### src/design/zof_pkg.sv
`default_nettype none

package zof_pkg;

  localparam int THRESH_W    = 12;
  localparam int THRESH_FRAC = 8;
  localparam int WCOUNT_W    = 7;
  localparam int CFG_W       = 12;
  localparam int INDEX_W     = 6;
  localparam int CHUNK_W     = 16;

  localparam logic [THRESH_W-1:0] THRESH_RESET = 12'd512;
  localparam logic [WCOUNT_W-1:0] WCOUNT_RESET = 7'd64;

  typedef enum logic {
    REG_THRESHOLD    = 1'b0,
    REG_WINDOW_COUNT = 1'b1
  } reg_index_t;

  typedef enum logic [1:0] {
    MUL_NQ,
    MUL_SS,
    MUL_RHS,
    MUL_DD
  } mul_sel_t;

  typedef enum logic [4:0] {
    ST_LOAD,
    ST_ACC,
    ST_NQ_GO,
    ST_NQ_RUN,
    ST_SS_GO,
    ST_SS_RUN,
    ST_DEV,
    ST_RHS_GO,
    ST_RHS_RUN,
    ST_RHS_CAP,
    ST_RD,
    ST_NX,
    ST_DIFF,
    ST_DD_GO,
    ST_DD_RUN,
    ST_EMIT
  } state_t;

  typedef struct packed {
    logic     load;
    logic     accum;
    logic     mul_start;
    mul_sel_t mul_sel;
    logic     cap_nq;
    logic     cap_dev;
    logic     cap_rhs;
    logic     nx;
    logic     diff;
    logic     emit;
  } ctrl_cmd_t;

  typedef struct packed {
    logic window_full;
    logic mul_last;
    logic out_room;
    logic last_item;
  } dp_status_t;

endpackage

`default_nettype wire

### src/design/zof_mul.sv
`default_nettype none

module zof_mul import zof_pkg::*; #(
  parameter int AW = 45,
  parameter int BW = 24
) (
  input  logic             clk,
  input  logic             rst,
  input  logic             start,
  input  logic [AW-1:0]    a,
  input  logic [BW-1:0]    b,
  output logic [AW+BW-1:0] product,
  output logic             last
);

  localparam int STEPS = (BW + CHUNK_W - 1) / CHUNK_W;
  localparam int BPW   = STEPS * CHUNK_W;
  localparam int PW    = AW + BW;
  localparam int CNT_W = $clog2(STEPS + 1);

  logic [AW-1:0]         a_reg;
  logic [BPW-1:0]        b_sh;
  logic [PW-1:0]         acc;
  logic [CNT_W-1:0]      cnt;
  logic [AW+CHUNK_W-1:0] partial;

  // one chunk of b per cycle, most significant chunk first
  assign partial = a_reg * b_sh[BPW-1 -: CHUNK_W];

  always_ff @(posedge clk) begin
    if (rst) begin
      cnt <= '0;
    end else if (start) begin
      cnt <= CNT_W'(STEPS);
    end else if (cnt != '0) begin
      cnt <= cnt - CNT_W'(1);
    end
  end

  always_ff @(posedge clk) begin
    if (start) begin
      a_reg <= a;
      b_sh  <= BPW'(b);
      acc   <= '0;
    end else if (cnt != '0) begin
      acc  <= (acc << CHUNK_W) + PW'(partial);
      b_sh <= b_sh << CHUNK_W;
    end
  end

  assign product = acc;
  assign last    = (cnt == CNT_W'(1));

endmodule

`default_nettype wire

### src/design/zof_ctrl.sv
`default_nettype none

module zof_ctrl import zof_pkg::*; (
  input  logic       clk,
  input  logic       rst,
  input  logic       in_valid,
  output logic       in_ready,
  input  dp_status_t status,
  output ctrl_cmd_t  cmd
);

  state_t state;
  state_t state_next;

  always_ff @(posedge clk) begin
    if (rst) begin
      state <= ST_LOAD;
    end else begin
      state <= state_next;
    end
  end

  always_comb begin
    cmd        = '0;
    in_ready   = 1'b0;
    state_next = state;
    case (state)
      ST_LOAD: begin
        in_ready = 1'b1;
        if (in_valid) begin
          cmd.load   = 1'b1;
          state_next = ST_ACC;
        end
      end
      ST_ACC: begin
        cmd.accum  = 1'b1;
        state_next = status.window_full ? ST_NQ_GO : ST_LOAD;
      end
      // window statistics: n*Q, then S^2, then deviation times t^2
      ST_NQ_GO: begin
        cmd.mul_start = 1'b1;
        cmd.mul_sel   = MUL_NQ;
        state_next    = ST_NQ_RUN;
      end
      ST_NQ_RUN: begin
        if (status.mul_last) begin
          state_next = ST_SS_GO;
        end
      end
      ST_SS_GO: begin
        cmd.cap_nq    = 1'b1;
        cmd.mul_start = 1'b1;
        cmd.mul_sel   = MUL_SS;
        state_next    = ST_SS_RUN;
      end
      ST_SS_RUN: begin
        if (status.mul_last) begin
          state_next = ST_DEV;
        end
      end
      ST_DEV: begin
        cmd.cap_dev = 1'b1;
        state_next  = ST_RHS_GO;
      end
      ST_RHS_GO: begin
        cmd.mul_start = 1'b1;
        cmd.mul_sel   = MUL_RHS;
        state_next    = ST_RHS_RUN;
      end
      ST_RHS_RUN: begin
        if (status.mul_last) begin
          state_next = ST_RHS_CAP;
        end
      end
      ST_RHS_CAP: begin
        cmd.cap_rhs = 1'b1;
        state_next  = ST_NX;
      end
      // per stored sample
      ST_RD: begin
        state_next = ST_NX;
      end
      ST_NX: begin
        cmd.nx     = 1'b1;
        state_next = ST_DIFF;
      end
      ST_DIFF: begin
        cmd.diff   = 1'b1;
        state_next = ST_DD_GO;
      end
      ST_DD_GO: begin
        cmd.mul_start = 1'b1;
        cmd.mul_sel   = MUL_DD;
        state_next    = ST_DD_RUN;
      end
      ST_DD_RUN: begin
        if (status.mul_last) begin
          state_next = ST_EMIT;
        end
      end
      ST_EMIT: begin
        if (status.out_room) begin
          cmd.emit   = 1'b1;
          state_next = status.last_item ? ST_LOAD : ST_RD;
        end
      end
      default: begin
        state_next = ST_LOAD;
      end
    endcase
  end

endmodule

`default_nettype wire

### src/design/zof_datapath.sv
`default_nettype none

module zof_datapath import zof_pkg::*; #(
  parameter int MAX_WINDOW  = 64,
  parameter int SAMPLE_BITS = 16
) (
  input  logic                          clk,
  input  logic                          rst,
  input  ctrl_cmd_t                     cmd,
  output dp_status_t                    status,
  input  logic                          cfg_write,
  input  logic [0:0]                    cfg_index,
  input  logic [CFG_W-1:0]              cfg_data,
  input  logic signed [SAMPLE_BITS-1:0] sample,
  input  logic                          out_ready,
  output logic                          out_valid,
  output logic [INDEX_W-1:0]            sample_index,
  output logic                          is_outlier,
  output logic                          last_of_window
);

  localparam int ADDR_W = $clog2(MAX_WINDOW);
  localparam int NW     = $clog2(MAX_WINDOW + 1);
  localparam int SW     = SAMPLE_BITS + ADDR_W;
  localparam int QW     = 2 * SAMPLE_BITS + ADDR_W;
  localparam int DW     = NW + SAMPLE_BITS;
  localparam int DEVW   = NW + QW;
  localparam int T2W    = 2 * THRESH_W;
  localparam int MA_W   = DEVW;
  localparam int MB_W   = (DW > T2W) ? DW : T2W;
  localparam int PW     = MA_W + MB_W;
  localparam int EW     = (NW > WCOUNT_W) ? NW : WCOUNT_W;
  localparam int KXW    = (ADDR_W > INDEX_W) ? ADDR_W : INDEX_W;
  localparam int ZSH    = 2 * THRESH_FRAC;

  logic [THRESH_W-1:0]          threshold;
  logic [WCOUNT_W-1:0]          wcount;

  logic signed [SAMPLE_BITS-1:0] mem [MAX_WINDOW];
  logic signed [SAMPLE_BITS-1:0] rd_data;
  logic signed [SAMPLE_BITS-1:0] x_reg;
  logic [2*SAMPLE_BITS-1:0]      sq;

  logic signed [SW-1:0] sum;
  logic [QW-1:0]        sqsum;
  logic [NW-1:0]        fill;
  logic [ADDR_W-1:0]    k;

  logic signed [DW:0]   nx_reg;
  logic signed [DW:0]   d;
  logic [DW-1:0]        dmag;
  logic [SW-1:0]        smag;
  logic [T2W-1:0]       t2;
  logic [DEVW-1:0]      nq;
  logic [DEVW-1:0]      dev;
  logic [PW-1:0]        rhs;

  logic [MA_W-1:0]      ma;
  logic [MB_W-1:0]      mb;
  logic [PW-1:0]        product;
  logic                 mul_last;

  logic [EW-1:0]        wc_e;
  logic [EW-1:0]        max_e;
  logic [EW-1:0]        n_eff;
  logic [KXW-1:0]       kx;
  logic                 gt;

  // configuration
  always_ff @(posedge clk) begin
    if (rst) begin
      threshold <= THRESH_RESET;
      wcount    <= WCOUNT_RESET;
    end else if (cfg_write) begin
      case (reg_index_t'(cfg_index))
        REG_THRESHOLD:    threshold <= cfg_data[THRESH_W-1:0];
        REG_WINDOW_COUNT: wcount    <= cfg_data[WCOUNT_W-1:0];
        default: ;
      endcase
    end
  end

  // sample store
  always_ff @(posedge clk) begin
    if (cmd.load) begin
      mem[fill[ADDR_W-1:0]] <= sample;
    end
    rd_data <= mem[k];
  end

  always_ff @(posedge clk) begin
    if (cmd.load) begin
      x_reg <= sample;
      sq    <= $unsigned((2*SAMPLE_BITS)'(sample) * (2*SAMPLE_BITS)'(sample));
    end
  end

  // running statistics and window position
  always_ff @(posedge clk) begin
    if (rst) begin
      sum   <= '0;
      sqsum <= '0;
      fill  <= '0;
      k     <= '0;
    end else if (cmd.accum) begin
      sum   <= sum + SW'(x_reg);
      sqsum <= sqsum + QW'(sq);
      fill  <= fill + NW'(1);
    end else if (cmd.emit) begin
      if (status.last_item) begin
        sum   <= '0;
        sqsum <= '0;
        fill  <= '0;
        k     <= '0;
      end else begin
        k <= k + ADDR_W'(1);
      end
    end
  end

  // window length, zero counts as one, clipped to the store depth
  assign wc_e  = EW'(wcount);
  assign max_e = EW'(MAX_WINDOW);
  always_comb begin
    if (wcount == '0) begin
      n_eff = EW'(1);
    end else if (wc_e > max_e) begin
      n_eff = max_e;
    end else begin
      n_eff = wc_e;
    end
  end

  assign smag = sum[SW-1] ? $unsigned(-sum) : $unsigned(sum);
  assign t2   = T2W'(threshold) * T2W'(threshold);
  assign d    = nx_reg - (DW+1)'(sum);

  always_comb begin
    case (cmd.mul_sel)
      MUL_NQ: begin
        ma = MA_W'(sqsum);
        mb = MB_W'(fill);
      end
      MUL_SS: begin
        ma = MA_W'(smag);
        mb = MB_W'(smag);
      end
      MUL_RHS: begin
        ma = dev;
        mb = MB_W'(t2);
      end
      MUL_DD: begin
        ma = MA_W'(dmag);
        mb = MB_W'(dmag);
      end
      default: begin
        ma = '0;
        mb = '0;
      end
    endcase
  end

  zof_mul #(
    .AW (MA_W),
    .BW (MB_W)
  ) u_mul (
    .clk     (clk),
    .rst     (rst),
    .start   (cmd.mul_start),
    .a       (ma),
    .b       (mb),
    .product (product),
    .last    (mul_last)
  );

  // n*Q - S^2 is never negative, so the deviation term stays unsigned
  always_ff @(posedge clk) begin
    if (cmd.cap_nq) begin
      nq <= product[DEVW-1:0];
    end
    if (cmd.cap_dev) begin
      dev <= nq - product[DEVW-1:0];
    end
    if (cmd.cap_rhs) begin
      rhs <= product;
    end
    if (cmd.nx) begin
      nx_reg <= (DW+1)'($signed({1'b0, fill})) * (DW+1)'(rd_data);
    end
    if (cmd.diff) begin
      dmag <= d[DW] ? DW'(-d) : DW'(d);
    end
  end

  assign gt = {product, {ZSH{1'b0}}} > {{ZSH{1'b0}}, rhs};
  assign kx = KXW'(k);

  // result register
  always_ff @(posedge clk) begin
    if (rst) begin
      out_valid <= 1'b0;
    end else if (cmd.emit) begin
      out_valid <= 1'b1;
    end else if (out_ready) begin
      out_valid <= 1'b0;
    end
  end

  always_ff @(posedge clk) begin
    if (cmd.emit) begin
      sample_index   <= kx[INDEX_W-1:0];
      is_outlier     <= gt;
      last_of_window <= status.last_item;
    end
  end

  assign status.window_full = (EW'(fill) + EW'(1)) >= n_eff;
  assign status.mul_last    = mul_last;
  assign status.out_room    = !out_valid || out_ready;
  assign status.last_item   = (NW'(k) + NW'(1)) == fill;

endmodule

`default_nettype wire

### src/design/zscore_outlier_flagger_core.sv
// z-score outlier flagger
// input channel (in_valid/in_ready, sample): one signed sample per request.
// samples fill a window of window_count entries (zero means one, larger than
// MAX_WINDOW means MAX_WINDOW); each request is stored in ST_LOAD and added
// into the running sum and sum of squares in ST_ACC.
// when the window is full the block emits one result per stored sample on
// the output channel (out_valid/out_ready), in load order, with last_of_window
// on the final one, then opens a fresh window. in_ready stays low meanwhile.
// cost is set by the shared chunked multiplier, STEPS = ceil(W/16) chunks per
// product with W the wider of clog2(MAX_WINDOW+1) + SAMPLE_BITS and 24 (2 at
// the defaults): window close runs three products in turn, then each result
// one product of the sample's deviation.
// a result sits in an output register; while out_ready is low the block holds
// it and waits with the next result finished in the multiplier.
// config writes (cfg_write, cfg_index, cfg_data) take effect at once and are
// meant for idle periods. reset empties the window, clears the output and
// loads threshold 2.0 and window count 64; the sample store is not cleared.
`default_nettype none

module zscore_outlier_flagger_core import zof_pkg::*; #(
  parameter int MAX_WINDOW  = 64,
  parameter int SAMPLE_BITS = 16
) (
  input  logic                          clk,
  input  logic                          rst,
  input  logic                          in_valid,
  output logic                          in_ready,
  input  logic signed [SAMPLE_BITS-1:0] sample,
  output logic                          out_valid,
  input  logic                          out_ready,
  output logic [INDEX_W-1:0]            sample_index,
  output logic                          is_outlier,
  output logic                          last_of_window,
  input  logic                          cfg_write,
  input  logic [0:0]                    cfg_index,
  input  logic [CFG_W-1:0]              cfg_data
);

  ctrl_cmd_t  cmd;
  dp_status_t status;

  zof_ctrl u_ctrl (
    .clk      (clk),
    .rst      (rst),
    .in_valid (in_valid),
    .in_ready (in_ready),
    .status   (status),
    .cmd      (cmd)
  );

  zof_datapath #(
    .MAX_WINDOW  (MAX_WINDOW),
    .SAMPLE_BITS (SAMPLE_BITS)
  ) u_datapath (
    .clk            (clk),
    .rst            (rst),
    .cmd            (cmd),
    .status         (status),
    .cfg_write      (cfg_write),
    .cfg_index      (cfg_index),
    .cfg_data       (cfg_data),
    .sample         (sample),
    .out_ready      (out_ready),
    .out_valid      (out_valid),
    .sample_index   (sample_index),
    .is_outlier     (is_outlier),
    .last_of_window (last_of_window)
  );

endmodule

`default_nettype wire
### config.mk
export PLATFORM = sky130hd
export DESIGN_NAME = zscore_outlier_flagger_core
export DESIGN_NICKNAME = d
export VERILOG_FILES = /design/src/design/zof_pkg.sv /design/src/design/zof_mul.sv /design/src/design/zof_ctrl.sv /design/src/design/zof_datapath.sv /design/src/design/zscore_outlier_flagger_core.sv
export SDC_FILE = /design/constraint.sdc
export NUM_CORES = 2
export LEC_CHECK = 0
export ABC_AREA = 1
export BUFFER_PORTS_ARGS = -buffer_cell sky130_fd_sc_hd__buf_2
export CORE_MARGIN = 8
export CORE_UTILIZATION = 30
export CTS_CLUSTER_DIAMETER = 100
export DETAILED_ROUTE_END_ITERATION = 8
export SYNTH_ARGS = -nofsm -noshare
export SYNTH_HDL_FRONTEND = slang
export SYNTH_SLANG_ARGS = --single-unit
### constraint.sdc
create_clock -name clk -period 7.78 [get_ports clk]
set_input_delay 1.945 -clock clk [delete_from_list [all_inputs] [get_ports clk]]
set_output_delay 1.945 -clock clk [all_outputs]
set_load 0.01 [all_outputs]
==> results.txt <==
starting density of the core: 30.1%
initial antenna violation count: 17
Fin Clk Skew: 0.119 ns
most common cell after layout, fill and taps aside: inv_1
Top FF cell, synth: edfxtp_1
detailed placement HPWL: 225000 um
Setup TNS: 0 ns
# IOs: 44
Net count, final: 13100
leading area contributor after synthesis: edfxtp_1
Post-Syn Area: 110000 um^2
post-route antenna net violation count: 0
outcome: finished clean
CTS tree: yes
DP Area: 116000 um^2
post-synth cell types: 59
Overflow after GRT: 0
pin count of the biggest net entering global routing: 145
kind of critical path: flop to flop
DIE AREA: 385000 um^2
crit share post-route: 91.6%
Rows: 222
Crit Reg-Reg Startpoint: u_datapath.u_mul.b_sh[20]
FFs w/ async S/R, synth: 0%
first-pass GRT wire length: 482000 um
cell at the root of the clock tree: clkbuf_16
Vias/cell: 4.86
drt first pass iters: 6
flip-flop count of the largest register after layout: 1024
Clock transition at path regs: 0.06 ns
number of synthesized flops with an enable pin: 1353
Chip Width: 620 um
Final Hold Fails: 0
final setup fails: 0
Max H-tree Level: 4
wire per inst: 19.0 um
fin area: 121000 um^2
Worst-Margin Slew: 1.27 ns
Worst Setup Start Kind: flop
area grow syn2layout: 10.6%
RD Place Congestion: 0.940
Buffers on Ports: 43
Slew HR: 14.2%
fin. max-slew vios: 0
crit-path max FO: 19
CP max stage delay: 0.97 ns
WP data arrival: 7.92 ns
MaxCap Viol Count: 0
post-CTS setup buffer count: 0
min Tclk post-route: 7.13 ns
Top cell by count, worst path: fa_1
top cells by area, synth: edfxtp_1 37%, fa_1 19%, inv_1 8.0%
via count: 79800
Mean Syn Cell Area: 9.51 um^2
GRT Util Overall: 15.9%
syn nets: 13100
sequential fraction of the synthesis area: 40.6%
final wirelength: 312000 um
TritonCTS Sinks: 1545
Max Fclk: 0.140 GHz
RSZ-0062 raised after global routing: false
Mapped Cells: 11500
Worst EP required: 8.57 ns
vias in the first global route: 80400
DRC violations left: 0
slowest stage cell on the critical path: edfxtp_1
YS warnings: 0
cts hold-fix bufs: 0
min-delay src: u_datapath.u_mul.product[68]
Initial DRC Count: 6726
Worst-Skew Late Latency: 0.87 ns
Synth top area share: 37.1%
Hold WC Path Type: flop to flop
Core Area: 365000 um^2
crit end category: flop
leading cell types in the layout, fill and taps excluded: 2324 x inv_1, 2320 x nand2_1, 1353 x edfxtp_1, 1065 x a21oi_1, 1052 x fa_1
die height: 620 um
CP cell instances: buf_4, nand2_1, fa_1, fa_1, inv_1, fa_1, fa_1, inv_1, fa_1, fa_1, inv_1, ha_1, a21oi_1, o21ai_0, a21oi_1, nand2_1, a21oi_1, inv_1, nand2_1, nand3_1, o21ai_0, nand2_1, inv_1
placed insts: 16100
CTS Buffer Depth: 4
Inserted Clock Buffers: 176
non-filler cells, final: 16400
CP startpoint: u_datapath.u_mul.b_sh[20]
Seq cells post-synth: 1545
Resize count post-CTS: 0
layout cell share with drive strength beyond 1: 5.09%
## synthesized netlist by cell type (5+ instances only)
| library cell | count |
|---|---|
| inv_1 | 2327 |
| nand2_1 | 2321 |
| edfxtp_1 | 1353 |
| a21oi_1 | 1065 |
| fa_1 | 1052 |
| nor2_1 | 533 |
| ha_1 | 525 |
| o21ai_0 | 449 |
| clkbuf_1 | 407 |
| nand3_1 | 315 |
| o221ai_1 | 258 |
| dfxtp_1 | 192 |
| xor2_1 | 132 |
| nand4_1 | 77 |
| xnor2_1 | 62 |
| nor3_1 | 51 |
| buf_1 | 41 |
| a21o_1 | 40 |
| buf_2 | 40 |
| a31oi_1 | 35 |
| o21bai_1 | 27 |
| or2_2 | 23 |
| nor4_1 | 21 |
| inv_2 | 18 |
| o21a_1 | 17 |
| o21ai_1 | 14 |
| a22oi_1 | 12 |
| o211ai_1 | 12 |
| a22o_1 | 11 |
| nor2_2 | 11 |
| a211oi_1 | 9 |
| a21boi_0 | 8 |
| nand3b_1 | 5 |
## logic make-up after synthesis
kind of cell               Yosys count  synth area share [%]
AOI/OAI and AO/OA                 1984                  10.4
xor gates and xnor gates           195                  1.56
adders and majority gates         1577                  25.2
buffers and inverters             2840                  9.79
DFF                               1545                  40.6
muxes                                1                0.0103
and+or+nand+nor                   3386                  12.5
## final timing paths
path                                                     end  slack [ns]  depth (start not counted)
worst max-delay path            u_datapath.u_mul.product[55]        0.65                         23
worst min-delay path                      u_datapath.rhs[68]        0.36                          0
worst max register to register  u_datapath.u_mul.product[55]        0.65                         23
worst min register to register            u_datapath.rhs[68]        0.36                          0
## final cells by class
class	count	area (um^2)
fillers	37200	243000
clock buffers	218	4690
clock inverters	94	792
inverters	2348	8830
well taps	4816	6030
flip-flops and latches	1545	44500
repair buffers	244	1900
diodes	5	12.5
multi-input cells	7143	54500
## critical path: cells and delay by family, from the launching register on
kind                     cells  cell delay [ns]
AO/OA/AOI/OAI                5             1.44
AND/OR/NAND/NOR              5             0.60
buffers and inverters        6             0.70
adder cells (fa/ha/maj)      7             3.36
flip-flops                   1             0.97
## per-layer routing
metal	wire [um]	GRT usage, %	share of wire [%]
met1	139000	22.2	45
met2	141000	25.5	45
met3	23400	2.70	7.5
met4	8530	4.25	2.7
met5	34	0	0.011
## metrics by stage
stage	utilization, %	setup slack (ns)	hold WS (ns)
2_1_floorplan	-	0.255	0.403
6_report	33.2	0.654	0.362
4_1_cts	33.2	0.827	0.396
3_5_place_dp	31.7	0.101	0.416
5_1_grt	33.2	0.428	0.411
3_3_place_gp	31.7	0.116	0.410
Power is left out: the tool's default activity adds up to more than one toggle a clock period on the data nets, which glitch-free logic cannot reach.
